<file path="src/rtl/core/gcdlcm_pkg.sv">
// Package for the gcd/lcm unit: datapath operation codes, controller states,
// command/status structs and the width mask helpers.
// No dependencies.
package gcdlcm_pkg;

   // width of the operand and result ports
   localparam int PORT_W  = 64;
   localparam int WCODE_W = 2;

   // width codes
   localparam logic [WCODE_W-1:0] WCODE_8  = 2'd0;
   localparam logic [WCODE_W-1:0] WCODE_16 = 2'd1;
   localparam logic [WCODE_W-1:0] WCODE_32 = 2'd2;
   localparam logic [WCODE_W-1:0] WCODE_64 = 2'd3;

   // operation kinds
   localparam logic KIND_GCD = 1'b0;
   localparam logic KIND_LCM = 1'b1;

   typedef enum logic [3:0] {
      OP_HOLD,
      OP_LOAD,
      OP_GCD,
      OP_FOLD,
      OP_SHIFT,
      OP_DIV_INIT,
      OP_DIV,
      OP_MUL_INIT,
      OP_MUL,
      OP_FINISH
   } dp_op_type;

   typedef enum logic [2:0] {
      ST_IDLE,
      ST_GCD,
      ST_SHIFT,
      ST_DIV,
      ST_MULI,
      ST_MUL,
      ST_FIN,
      ST_OUT
   } ctl_state_type;

   typedef struct packed {
      dp_op_type op;
   } dp_cmd_type;

   typedef struct packed {
      logic gcd_done;   // one of the two gcd operands has reached zero
      logic k_zero;     // no common factor of two left to restore
      logic is_lcm;
      logic lcm_zero;   // an operand of the current word is zero
   } dp_status_type;

   // mask of the low bits that a width code selects
   function automatic logic [PORT_W-1:0] width_mask(input logic [WCODE_W-1:0] wc);
      logic [PORT_W-1:0] m;
      begin
         case (wc)
            WCODE_8:  m = 64'h0000_0000_0000_00FF;
            WCODE_16: m = 64'h0000_0000_0000_FFFF;
            WCODE_32: m = 64'h0000_0000_FFFF_FFFF;
            WCODE_64: m = 64'hFFFF_FFFF_FFFF_FFFF;
            default:  m = 64'hFFFF_FFFF_FFFF_FFFF;
         endcase
         return m;
      end
   endfunction

   // sign bit position of a width code
   function automatic logic [PORT_W-1:0] top_bit(input logic [WCODE_W-1:0] wc);
      logic [PORT_W-1:0] t;
      begin
         case (wc)
            WCODE_8:  t = 64'h0000_0000_0000_0080;
            WCODE_16: t = 64'h0000_0000_0000_8000;
            WCODE_32: t = 64'h0000_0000_8000_0000;
            WCODE_64: t = 64'h8000_0000_0000_0000;
            default:  t = 64'h8000_0000_0000_0000;
         endcase
         return t;
      end
   endfunction

endpackage

</file>
<file path="src/rtl/core/gcdlcm_ctrl.sv">
// Controller of the gcd/lcm unit: sequences load, binary gcd, restore shift,
// division and multiplication. Depends on gcdlcm_pkg.
module gcdlcm_ctrl #(
   parameter int MAX_WIDTH = 64
) (
   input  logic                     clock,
   input  logic                     reset,
   input  logic                     start,
   output logic                     busy,
   output logic                     rsp_strobe,
   output gcdlcm_pkg::dp_cmd_type    cmd,
   input  gcdlcm_pkg::dp_status_type status
);

   localparam int CNT_W = $clog2(MAX_WIDTH);
   localparam logic [CNT_W-1:0] LAST_STEP = CNT_W'(MAX_WIDTH - 1);

   gcdlcm_pkg::ctl_state_type state_ff, state_in;
   logic [CNT_W-1:0]          cnt_ff, cnt_in;

   // state and step counter
   always_ff @(posedge clock) begin
      if (reset) begin
         state_ff <= gcdlcm_pkg::ST_IDLE;
         cnt_ff   <= '0;
      end else begin
         state_ff <= state_in;
         cnt_ff   <= cnt_in;
      end
   end

   // next state and datapath commands
   always_comb begin
      state_in   = state_ff;
      cnt_in     = cnt_ff;
      cmd.op     = gcdlcm_pkg::OP_HOLD;
      busy       = 1'b1;
      rsp_strobe = 1'b0;
      case (state_ff)
         gcdlcm_pkg::ST_IDLE: begin
            busy = 1'b0;
            if (start) begin
               cmd.op   = gcdlcm_pkg::OP_LOAD;
               state_in = gcdlcm_pkg::ST_GCD;
            end
         end
         gcdlcm_pkg::ST_OUT: begin
            // result shown for one cycle; next word may be taken alongside
            busy       = 1'b0;
            rsp_strobe = 1'b1;
            if (start) begin
               cmd.op   = gcdlcm_pkg::OP_LOAD;
               state_in = gcdlcm_pkg::ST_GCD;
            end else begin
               state_in = gcdlcm_pkg::ST_IDLE;
            end
         end
         gcdlcm_pkg::ST_GCD: begin
            if (status.gcd_done) begin
               cmd.op   = gcdlcm_pkg::OP_FOLD;
               state_in = gcdlcm_pkg::ST_SHIFT;
            end else begin
               cmd.op = gcdlcm_pkg::OP_GCD;
            end
         end
         gcdlcm_pkg::ST_SHIFT: begin
            if (!status.k_zero) begin
               cmd.op = gcdlcm_pkg::OP_SHIFT;
            end else if (status.is_lcm && !status.lcm_zero) begin
               cmd.op   = gcdlcm_pkg::OP_DIV_INIT;
               cnt_in   = LAST_STEP;
               state_in = gcdlcm_pkg::ST_DIV;
            end else begin
               cmd.op   = gcdlcm_pkg::OP_FINISH;
               state_in = gcdlcm_pkg::ST_OUT;
            end
         end
         gcdlcm_pkg::ST_DIV: begin
            cmd.op = gcdlcm_pkg::OP_DIV;
            if (cnt_ff == '0) begin
               state_in = gcdlcm_pkg::ST_MULI;
            end else begin
               cnt_in = cnt_ff - 1'b1;
            end
         end
         gcdlcm_pkg::ST_MULI: begin
            cmd.op   = gcdlcm_pkg::OP_MUL_INIT;
            cnt_in   = LAST_STEP;
            state_in = gcdlcm_pkg::ST_MUL;
         end
         gcdlcm_pkg::ST_MUL: begin
            cmd.op = gcdlcm_pkg::OP_MUL;
            if (cnt_ff == '0) begin
               state_in = gcdlcm_pkg::ST_FIN;
            end else begin
               cnt_in = cnt_ff - 1'b1;
            end
         end
         gcdlcm_pkg::ST_FIN: begin
            cmd.op   = gcdlcm_pkg::OP_FINISH;
            state_in = gcdlcm_pkg::ST_OUT;
         end
         default: begin
            state_in = gcdlcm_pkg::ST_IDLE;
         end
      endcase
   end

   // an accepted word is never answered in the following cycle
   a_no_early_rsp: assert property (@(posedge clock) disable iff (reset)
      (start && !busy) |=> (busy && !rsp_strobe))
      else $error("result strobe directly after accept");

   // strobe lasts a single cycle
   a_strobe_single: assert property (@(posedge clock) disable iff (reset)
      rsp_strobe |=> !rsp_strobe)
      else $error("result strobe longer than one cycle");

   // division is entered only from the restore shift
   a_div_entry: assert property (@(posedge clock) disable iff (reset)
      (state_ff == gcdlcm_pkg::ST_DIV) |->
         ($past(state_ff) == gcdlcm_pkg::ST_SHIFT || $past(state_ff) == gcdlcm_pkg::ST_DIV))
      else $error("division entered out of sequence");

endmodule

</file>
<file path="src/rtl/core/gcdlcm_dpath.sv">
// Datapath of the gcd/lcm unit: operand magnitudes, binary gcd, restoring
// divider, shift-add multiplier and result saturation. Depends on gcdlcm_pkg.
module gcdlcm_dpath #(
   parameter int MAX_WIDTH = 64
) (
   input  logic                                 clock,
   input  logic                                 reset,
   input  gcdlcm_pkg::dp_cmd_type                cmd,
   output gcdlcm_pkg::dp_status_type             status,
   input  logic                                 req_kind,
   input  logic                                 req_is_signed,
   input  logic [gcdlcm_pkg::WCODE_W-1:0]       req_width_code,
   input  logic [gcdlcm_pkg::PORT_W-1:0]        req_operand_a,
   input  logic [gcdlcm_pkg::PORT_W-1:0]        req_operand_b,
   output logic [gcdlcm_pkg::PORT_W-1:0]        rsp_result_value
);

   localparam int DW = MAX_WIDTH;
   localparam int KW = $clog2(DW);
   // widest width code that fits the datapath
   localparam logic [gcdlcm_pkg::WCODE_W-1:0] MAX_CODE =
      (DW >= 64) ? gcdlcm_pkg::WCODE_64 :
      (DW >= 32) ? gcdlcm_pkg::WCODE_32 :
      (DW >= 16) ? gcdlcm_pkg::WCODE_16 : gcdlcm_pkg::WCODE_8;

   // word attributes
   logic                               kind_ff, sgn_ff, na_ff, nb_ff, lcm_zero_ff;
   logic [gcdlcm_pkg::WCODE_W-1:0]     wc_ff;
   // gcd, divider and multiplier registers
   logic [DW-1:0]                      x_ff, y_ff, g_ff, ma_ff, mb_ff;
   logic [KW-1:0]                      k_ff;
   logic [DW-1:0]                      q_ff, r_ff, p_hi_ff, p_lo_ff;
   logic [gcdlcm_pkg::PORT_W-1:0]      res_ff;

   // operand load
   logic [gcdlcm_pkg::WCODE_W-1:0]     wc_eff;
   logic [gcdlcm_pkg::PORT_W-1:0]      ld_mask, ld_top, a64, b64, ma64, mb64;
   logic                               ld_na, ld_nb;

   always_comb begin
      wc_eff  = (req_width_code > MAX_CODE) ? MAX_CODE : req_width_code;
      ld_mask = gcdlcm_pkg::width_mask(wc_eff);
      ld_top  = gcdlcm_pkg::top_bit(wc_eff);
      a64     = req_operand_a & ld_mask;
      b64     = req_operand_b & ld_mask;
      ld_na   = req_is_signed & (|(a64 & ld_top));
      ld_nb   = req_is_signed & (|(b64 & ld_top));
      ma64    = ld_na ? ((64'd0 - a64) & ld_mask) : a64;
      mb64    = ld_nb ? ((64'd0 - b64) & ld_mask) : b64;
   end

   // binary gcd step
   logic [DW-1:0] x_gcd, y_gcd;
   logic          k_inc;

   always_comb begin
      x_gcd = x_ff;
      y_gcd = y_ff;
      k_inc = 1'b0;
      if (!x_ff[0] && !y_ff[0]) begin
         x_gcd = x_ff >> 1;
         y_gcd = y_ff >> 1;
         k_inc = 1'b1;
      end else if (!x_ff[0]) begin
         x_gcd = x_ff >> 1;
      end else if (!y_ff[0]) begin
         y_gcd = y_ff >> 1;
      end else if (x_ff >= y_ff) begin
         x_gcd = (x_ff - y_ff) >> 1;
      end else begin
         y_gcd = (y_ff - x_ff) >> 1;
      end
   end

   // restoring division step
   logic [DW:0]   div_shift, div_diff;
   logic          div_fit;

   always_comb begin
      div_shift = {r_ff, q_ff[DW-1]};
      div_diff  = div_shift - {1'b0, g_ff};
      div_fit   = (div_shift >= {1'b0, g_ff});
   end

   // shift-add multiplication step
   logic [DW:0]   mul_sum;

   always_comb begin
      mul_sum = {1'b0, p_hi_ff} + (p_lo_ff[0] ? {1'b0, mb_ff} : '0);
   end

   // result: saturation of the lcm product, sign extension at the width
   logic [gcdlcm_pkg::PORT_W-1:0]      fin_mask64, fin_top64, res64, out64;
   logic [DW-1:0]                      mask_dw, top_dw, limit, prod, lcm_res, res_dw;
   logic                               ng, neg, over;

   always_comb begin
      fin_mask64 = gcdlcm_pkg::width_mask(wc_ff);
      fin_top64  = gcdlcm_pkg::top_bit(wc_ff);
      mask_dw    = fin_mask64[DW-1:0];
      top_dw     = fin_top64[DW-1:0];
      ng         = sgn_ff & (|(g_ff & top_dw));
      neg        = sgn_ff & (na_ff ^ ng ^ nb_ff);
      limit      = sgn_ff ? (neg ? top_dw : (top_dw - 1'b1)) : mask_dw;
      over       = (|p_hi_ff) || (p_lo_ff > limit);
      prod       = neg ? ((-p_lo_ff) & mask_dw) : p_lo_ff;
      lcm_res    = over ? limit : prod;
      if (kind_ff == gcdlcm_pkg::KIND_GCD) begin
         res_dw = g_ff & mask_dw;
      end else if (lcm_zero_ff) begin
         res_dw = '0;
      end else begin
         res_dw = lcm_res;
      end
      res64 = 64'(res_dw);
      out64 = (sgn_ff && (|(res64 & fin_top64))) ? (res64 | ~fin_mask64) : res64;
   end

   // datapath registers
   always_ff @(posedge clock) begin
      case (cmd.op)
         gcdlcm_pkg::OP_LOAD: begin
            kind_ff     <= req_kind;
            sgn_ff      <= req_is_signed;
            wc_ff       <= wc_eff;
            na_ff       <= ld_na;
            nb_ff       <= ld_nb;
            ma_ff       <= ma64[DW-1:0];
            mb_ff       <= mb64[DW-1:0];
            x_ff        <= ma64[DW-1:0];
            y_ff        <= mb64[DW-1:0];
            k_ff        <= '0;
            lcm_zero_ff <= (a64 == 64'd0) || (b64 == 64'd0);
         end
         gcdlcm_pkg::OP_GCD: begin
            x_ff <= x_gcd;
            y_ff <= y_gcd;
            if (k_inc) begin
               k_ff <= k_ff + 1'b1;
            end
         end
         gcdlcm_pkg::OP_FOLD: begin
            // one of the two is zero
            g_ff <= x_ff | y_ff;
         end
         gcdlcm_pkg::OP_SHIFT: begin
            g_ff <= g_ff << 1;
            k_ff <= k_ff - 1'b1;
         end
         gcdlcm_pkg::OP_DIV_INIT: begin
            q_ff <= ma_ff;
            r_ff <= '0;
         end
         gcdlcm_pkg::OP_DIV: begin
            if (div_fit) begin
               r_ff <= div_diff[DW-1:0];
               q_ff <= {q_ff[DW-2:0], 1'b1};
            end else begin
               r_ff <= div_shift[DW-1:0];
               q_ff <= {q_ff[DW-2:0], 1'b0};
            end
         end
         gcdlcm_pkg::OP_MUL_INIT: begin
            p_lo_ff <= q_ff;
            p_hi_ff <= '0;
         end
         gcdlcm_pkg::OP_MUL: begin
            p_hi_ff <= mul_sum[DW:1];
            p_lo_ff <= {mul_sum[0], p_lo_ff[DW-1:1]};
         end
         gcdlcm_pkg::OP_FINISH: begin
            res_ff <= out64;
         end
         default: begin
         end
      endcase
   end

   assign status.gcd_done = (x_ff == '0) || (y_ff == '0);
   assign status.k_zero   = (k_ff == '0);
   assign status.is_lcm   = (kind_ff == gcdlcm_pkg::KIND_LCM);
   assign status.lcm_zero = lcm_zero_ff;
   assign rsp_result_value = res_ff;

   // the divisor of an lcm is a nonzero gcd
   a_div_nonzero: assert property (@(posedge clock) disable iff (reset)
      (cmd.op == gcdlcm_pkg::OP_DIV) |-> (g_ff != '0))
      else $error("division by a zero gcd");

endmodule

</file>
<file path="src/rtl/core/gcd_lcm_unit_core.sv">
// Top level of the gcd/lcm unit: controller plus datapath.
// Depends on gcdlcm_pkg, gcdlcm_ctrl and gcdlcm_dpath.
//
// A word is taken when start is high and busy is low; exactly one result
// follows, shown on rsp_result_value for the single cycle in which rsp_strobe
// is high, and the receiver must take it then. Work is one word at a time:
// load, binary gcd one subtract-or-halve step per cycle (at most 2*W steps
// for width W) and a fold, then one shift per common factor of two
// restored, then finish. An lcm with nonzero operands adds a restoring
// divider of MAX_WIDTH steps and a shift-add multiplier of MAX_WIDTH
// steps. busy drops in the strobe cycle, so the next word can be taken
// while a result is shown.
module gcd_lcm_unit_core #(
   parameter int MAX_WIDTH = 64
) (
   input  logic                               clock,
   input  logic                               reset,
   input  logic                               start,
   output logic                               busy,
   input  logic                               req_kind,
   input  logic                               req_is_signed,
   input  logic [gcdlcm_pkg::WCODE_W-1:0]     req_width_code,
   input  logic [gcdlcm_pkg::PORT_W-1:0]      req_operand_a,
   input  logic [gcdlcm_pkg::PORT_W-1:0]      req_operand_b,
   output logic                               rsp_strobe,
   output logic [gcdlcm_pkg::PORT_W-1:0]      rsp_result_value
);

   gcdlcm_pkg::dp_cmd_type    cmd;
   gcdlcm_pkg::dp_status_type status;

   gcdlcm_ctrl #(
      .MAX_WIDTH (MAX_WIDTH)
   ) u_ctrl (
      .clock      (clock),
      .reset      (reset),
      .start      (start),
      .busy       (busy),
      .rsp_strobe (rsp_strobe),
      .cmd        (cmd),
      .status     (status)
   );

   gcdlcm_dpath #(
      .MAX_WIDTH (MAX_WIDTH)
   ) u_dpath (
      .clock            (clock),
      .reset            (reset),
      .cmd              (cmd),
      .status           (status),
      .req_kind         (req_kind),
      .req_is_signed    (req_is_signed),
      .req_width_code   (req_width_code),
      .req_operand_a    (req_operand_a),
      .req_operand_b    (req_operand_b),
      .rsp_result_value (rsp_result_value)
   );

endmodule

</file>
<file path="config.mk">
export PLATFORM = sky130hd
export DESIGN_NAME = gcd_lcm_unit_core
export DESIGN_NICKNAME = d
export VERILOG_FILES = /design/src/rtl/core/gcdlcm_pkg.sv /design/src/rtl/core/gcdlcm_ctrl.sv /design/src/rtl/core/gcdlcm_dpath.sv /design/src/rtl/core/gcd_lcm_unit_core.sv
export SDC_FILE = /design/constraint.sdc
export NUM_CORES = 2
export LEC_CHECK = 0
export ABC_AREA = 1
export BUFFER_PORTS_ARGS = -buffer_cell sky130_fd_sc_hd__buf_4
export CORE_ASPECT_RATIO = 0.75
export CORE_MARGIN = 5
export CORE_UTILIZATION = 58
export DETAILED_ROUTE_END_ITERATION = 10
export PLACE_DENSITY = 0.75
export SYNTH_ARGS = -nofsm -noshare
export SYNTH_HDL_FRONTEND = slang
export SYNTH_SLANG_ARGS = --single-unit
</file>
<file path="constraint.sdc">
create_clock -name clock -period 17.75 [get_ports clock]
set_input_delay 3.55 -clock clock [delete_from_list [all_inputs] [get_ports clock]]
set_output_delay 3.55 -clock clock [all_outputs]
set_load 0.05 [all_outputs]
</file>
; Yosys cells after proc, flatten, opt, wreduce, memory -nomap -nowiden
; Index checks and enable logic that the tools add are counted.
[word_totals]
register_bits = 662
wordCells = 180
input_bits = 135
out_inout_bits = 66
[classes]
n_reduce_logical = 37
magnitude_cmp = 4
n_eq_ne = 34
add_sub_neg = 11
bitwise_logic = 19
n_mux = 54
[ops]
columns = cell, count
row1 = $mux W64, 19
row2 = $pmux W64 S4, 4
row3 = $pmux W64 S2, 7
row4 = $and A64 B64 Y64, 10
row5 = $reduce_or A64 Y1, 5
row6 = $logic_not A64 Y1, 4
row7 = $sub A64 B64 Y64, 3
row8 = $or A64 B64 Y64, 2
row9 = $sub A1 B64 Y64 const A, 2
row10 = $add A64 B65 Y65, 1
row11 = $ge A65 B64 Y1, 1
row12 = $ge A64 B64 Y1, 1
row13 = $gt A64 B64 Y1, 1
row14 = $neg A64 Y64, 1
row15 = $not A64 Y64, 1
row16 = $sub A64 B1 Y64 const B, 1
row17 = $pmux W6 S3, 2
row18 = $pmux W4 S7, 1
row19 = $mux W6, 4
row20 = $pmux W3 S8, 1
row21 = $mux W3, 6
row22 = $eq A4 B3 Y1 const B, 4
row23 = $eq A3 B3 Y1 const B, 4
row24 = $logic_not A6 Y1, 2
row25 = 31 further kinds, 72

; Longest topological paths before layout
[depth]
depth_word = 19
depth_mapped = 34
depth_no_buf = 29

; Hierarchy
; A second synthesis with hierarchy kept.
[hier_totals]
cells_unflattened = 7288
hier_area_um2 = 53453.8
[by_module_without_submodules]
columns = mod, area_each_um2, n_inst, seq_area_each_um2, cells_per_inst
row1 = gcdlcm_dpath, 52669.3, 1, 19608.8, 7168
row2 = gcdlcm_ctrl, 784.5, 1, 180.2, 120

; Worst setup path after synthesis
; OpenSTA, ideal clock, no wires.
[synth_timing]
path_kind = input to register
startpoint = input port start
endpoint = register u_dpath.p_hi_ff[0] (enable)
n_path_buf = 0
arrival_time_ns = 13.103
setup_ns = 0.803
cell_stages = 4
path_slack_ns = 3.844
t_required_ns = 16.947
cell_sequence = inv_1 nand2_1 nand3_1 o31ai_1
[synth_between]
elab_chain_len = 4
word_cells_on_any_way = 5
cone_classes = 2 x eq/ne / 2 x mux / 1 x reduce/logical
[synth_lines]
columns = item, line_no
row1 = "start, declared", gcd_lcm_unit_core.sv:18  ; input logic start,
row2 = $mux W1 (*), "gcdlcm_ctrl.sv:42, gcdlcm_ctrl.sv:51"
row3 = $pmux W4 S7 (*), gcdlcm_ctrl.sv:39  ; case (state_ff)
row4 = $eq A4 B3 Y1 or $eq A4 B4 Y1 (tied branches), gcdlcm_dpath.sv:121  ; case (cmd.op)
row5 = $reduce_bool A2 Y1 (no line) (*), -
row6 = "end signal, assigned", gcdlcm_dpath.sv:168  ; p_hi_ff <= mul_sum[DW:1];
row7 = "end, declared", gcdlcm_dpath.sv:32  ; logic [DW-1:0] q_ff, r_ff, p_hi_ff, p_lo_ff;
; Every way passes the cells marked *; elsewhere a longest branch is shown, timed or not.
; A chain may end at the register's enable or synchronous reset.

; Final worst setup path
[layout_timing]
startpoint = input port req_width_code[1] (netlist name)
endpoint = register u_dpath.y_ff[56] (data pin)
[layout_between]
elab_chain_len = 10
word_cells_on_any_way = 16
cone_classes = 1 x add/sub / 1 x order compare / 3 x eq/ne / 5 x mux / 4 x bitwise / 2 x reduce/logical
[layout_lines]
columns = item, line_no
row1 = "start, declared", gcd_lcm_unit_core.sv:22  ; input logic [gcdlcm_pkg::WCODE_W-1:0] req_width_code,
row2 = $gt A2 B2 Y1, gcdlcm_dpath.sv:41  ; wc_eff = (req_width_code > MAX_CODE) ? MAX_CODE : req_width_code;
row3 = $mux W2 (*), gcdlcm_dpath.sv:41
row4 = "parallel branches: the longest is 6 deep, another holds $sub A1 B64 Y64", -
row5 = $mux W64 (*), gcdlcm_dpath.sv:49  ; mb64 = ld_nb ? ((64'd0 - b64) & ld_mask) : b64;
row6 = "via u_dpath.mb64, one bit", gcdlcm_dpath.sv:37  ; logic [gcdlcm_pkg::PORT_W-1:0] ld_mask, ld_top, a64, b64, ma64, mb64;
row7 = $pmux W64 S2 (*), gcdlcm_dpath.sv:121
row8 = "end signal, assigned", gcdlcm_dpath.sv:131  ; y_ff <= mb64[DW-1:0];
row9 = "end signal, assigned", gcdlcm_dpath.sv:137  ; y_ff <= y_gcd;
row10 = "end, declared", gcdlcm_dpath.sv:30  ; logic [DW-1:0] x_ff, y_ff, g_ff, ma_ff, mb_ff;
; Mark *: on every way through the listed nets, which the timed path passes. The select of a mux whose other input is x is not followed.

==> key figures <==
Outcome
  • Status: finished with violations
  • Failing checks: capacitance limit, slew limit

STA
  • Setup_tns: 0 ns
  • Final period util: between 40% and 50%
  • Setup violations, final: 0
  • Measured slew at the worst slew-check pin: about 1.5 ns
  • Skew final: ~0.032 ns
  • Max Clk Rate: 0.137 GHz
  • Min Clock Period, post-route: 7.28 ns
  • Hold Violations, Final: 0
  • RSZ-0062 raised after global routing: no
  • Final worst slack: around 10 ns
  • Slew Limit Fails: 7
  • Slew headroom: -1.52%

Synth
  • Area contributors post-synth: edfxtp_1, nand2_1, inv_1
  • Synth cell count leaders: nand2_1, inv_1, a21oi_1
  • Top_reg_cell synth: edfxtp_1
  • Post-synthesis instance area: between 50,000 and 60,000 sq um
  • Post-synthesis sequential area ratio: a little under two fifths
  • Mean area per synthesized cell: between 7 and 8 sq um
  • Yosys top cell by area: edfxtp_1
  • Synth async-reset ratio: 0%
  • Yosys reg bits: between 600 and 700
  • Count leader, synth: nand2_1
  • Yosys cell types: 66
  • Synth Instances: slightly above 7,000
  • Post-synth top area share: 36.9%
  • EDFF count, synth: roughly 650
  • Yosys Warn Count: 0
  • Synthesized net count: slightly below 8,000

Finish
  • Synth-to-layout area growth: 9.71%
  • Fill cells: a little over 8,000
  • Final std cells w/o fill: between 8,000 and 9,000
  • Fin util: 63.9%
  • Final nets: 7,835
  • Register area: slightly below 20,000 sq um
  • Multi-input combinational cell area: about 28,000 sq um
  • Fraction of layout cells with a size suffix above 1: between 6 and 7%

Drt
  • DRT Wirelength: 206,000 um
  • DR vias/cell: 6.22
  • Drt first-iter violations: a little under 9,000
  • Final antenna-violating net count: 0
  • DR pass1 iterations: 6
  • Vias: roughly 54,000
  • DRC Markers: 0
  • DR WL/cell: 23.9 um

Critical path
  • FF-to-FF path depth: 27
  • Crit path max fanout: between 60 and 70
  • Crit Path Class: in2reg
  • Setup crit end kind: flop
  • CP required: ~18 ns
  • Reg-to-reg critical path endpoint: u_dpath.rsp_result_value[53]$_DFFE_PN_
  • Crit path DAT: 7.81 ns
  • Reg-to-reg critical path startpoint: u_dpath.wc_ff[0]$_DFFE_PN_
  • Critical path startpoint: req_width_code[1]
  • Worst setup SP type: primary input
  • Internal reg-to-reg setup slack: between 10 and 15 ns

Placed design
  • Port Buf Inserts: 200
  • Setup WS pre-CTS: 10.06 ns
  • Cells after DPL: ~8,500
  • HPWL Detailed: 164,000 um
  • GPL Wtd Cong: approximately 1.1

Clock tree
  • Root buf cell: clkbuf_16
  • CTS buffer count: 74
  • Clock Tree Buf Depth: 3
  • Sink Count: 662
  • CTS resizes: 0
  • CTS tree: yes
  • CTS Hold Bufs: 0
  • Setup bufs post-CTS: 0
  • H-tree levels: 3
  • Clock Pin Slew Worst Setup and Hold Paths: 0.07 ns
  • Clk_lat worst skew: ~0.7 ns

Job
  • Max Cap Viol: 2

GRT
  • Met1 Track Usage GR: between 50% and 60%
  • Largest net degree at the start of global routing: about 120
  • Most used routing layer: met2
  • M3 GR Usage: about an eighth
  • Overflow after GRT: 0
  • First-pass GRT wire length: 301,000 um
  • Total Routing Usage GR: between 40% and 50%
  • Number of global-route vias before repair: around 49,000
  • Initial antenna violation count: 15
  • GRT met2 Usage: a little under three fifths

Worst hold path
  • Hold Path Class: reg2reg
  • Depth of the worst hold-timing path: 2
  • Hold Crit Start: u_dpath.ma_ff[22]$_DFFE_PN_
  • Worst Hold End: u_dpath.q_ff[22]$_DFFE_PP_

Die
  • Cell row count: 96
  • Die width: between 300 and 400 um
  • Die Area: a little under 100,000 sq um
  • I/O pin cnt: roughly 200
  • Initial Utilization: about three fifths
  • Core ar.: ~91,000 sq um
  • Die Ht: roughly 270 um
## worst max-delay path, stage by stage
cell,delay [ns]
buf_4,0.29
nor2_4,0.41
inv_1,0.36
o21ai_1,0.25
o21ai_0,0.12
nor3_1,0.27
o2111ai_1,0.19
nor2_1,0.31
nand3_1,0.15
inv_1,0.10
nand2_1,0.08
nor2_1,0.17
nand3_1,0.15
nor2_1,0.24
nand3_1,0.18
nor2_1,0.25
nand2_1,0.16
nand3_1,0.10
nand2_1,0.06
nor2_1,0.18
nand2_1,0.08
nand3_1,0.12
## logic make-up (layout without fill, tap and decap cells)
| group | after synthesis | count (layout) | synth area share, % |
|---|---|---|---|
| fa+ha+maj | 359 | 359 | 8.53 |
| flops | 662 | 662 | 37.3 |
| simple gates | 2648 | 2648 | 20.9 |
| buf+inv | 1437 | 1626 | 10.3 |
| other cells | 0 | 14 | 0 |
| xor+xnor | 193 | 193 | 3.18 |
| compound gates | 1912 | 1912 | 19.8 |
## cell type report
type | instances | area share, %
multi-input combinational | 5112 | 48.0
antenna | 14 | 0.0601
sequential | 662 | 34.0
timing repair buffer | 256 | 3.30
clock buffer | 91 | 3.29
inverter | 1235 | 7.97
tap | 1225 | 2.63
clock inverter | 44 | 0.820
## registers in the layout (all words and copies together), names as in the netlist, 2 cells and up
register / cells
u_dpath.p_hi_ff: 64
u_dpath.g_ff: 64
u_dpath.wc_ff: 2
u_dpath.r_ff: 64
u_dpath.x_ff: 64
u_dpath.mb_ff: 64
u_dpath.ma_ff: 64
u_ctrl.cnt_ff: 6
u_dpath.rsp_result_value: 64
u_dpath.p_lo_ff: 64
u_dpath.y_ff: 64
u_ctrl.state_ff: 3
u_dpath.k_ff: 6
u_dpath.q_ff: 64
## cell usage in the layout, fill, tap and decap left out, types with 74 or more instances in the layout
| cell | instances |
|---|---|
| nor2_1 | 793 |
| inv_1 | 1218 |
| a31oi_1 | 86 |
| edfxtp_1 | 653 |
| a21oi_1 | 847 |
| nand2_1 | 1262 |
| nor3_1 | 82 |
| ha_1 | 354 |
| nand4_1 | 77 |
| xor2_1 | 150 |
| nand3_1 | 259 |
| buf_4 | 256 |
| clkbuf_16 | 74 |
| o21ai_0 | 675 |
## through the flow
| step | cell area [sq um] | hold WS (ns) |
|---|---|---|
| finish | 58300 | 0.519 |
| global route | 58200 | 0.543 |
| CTS | 58200 | 0.511 |
| detailed placement | 55800 | 0.500 |
| global placement | 55800 | 0.467 |
| floorplan | 53100 | 0.452 |
## metal layers
metal / vias up / share of wire, %
li1: 24500 / -
met1: 25000 / 40
met2: 3659 / 40
met3: 502 / 14
met4: 4 / 5.6
met5: - / 0.012
## worst max-delay path by stage
stage | end | slack [ns] | cells after the start
2_1_floorplan | u_dpath.p_hi_ff[0]$_SDFFCE_PN0P_ | 3.84 | 4
3_3_place_gp | u_dpath.y_ff[62]$_DFFE_PP_ | 10.22 | 17
3_5_place_dp | u_dpath.y_ff[62]$_DFFE_PP_ | 10.06 | 17
4_1_cts | u_dpath.y_ff[56]$_DFFE_PP_ | 10.75 | 22
5_1_grt | u_dpath.x_ff[62]$_DFFE_PP_ | 10.14 | 21
6_report | u_dpath.y_ff[56]$_DFFE_PP_ | 10.47 | 22
Power is left out: the tool's default activity adds up to more than one toggle a clock period on the data nets, which glitch-free logic cannot reach.
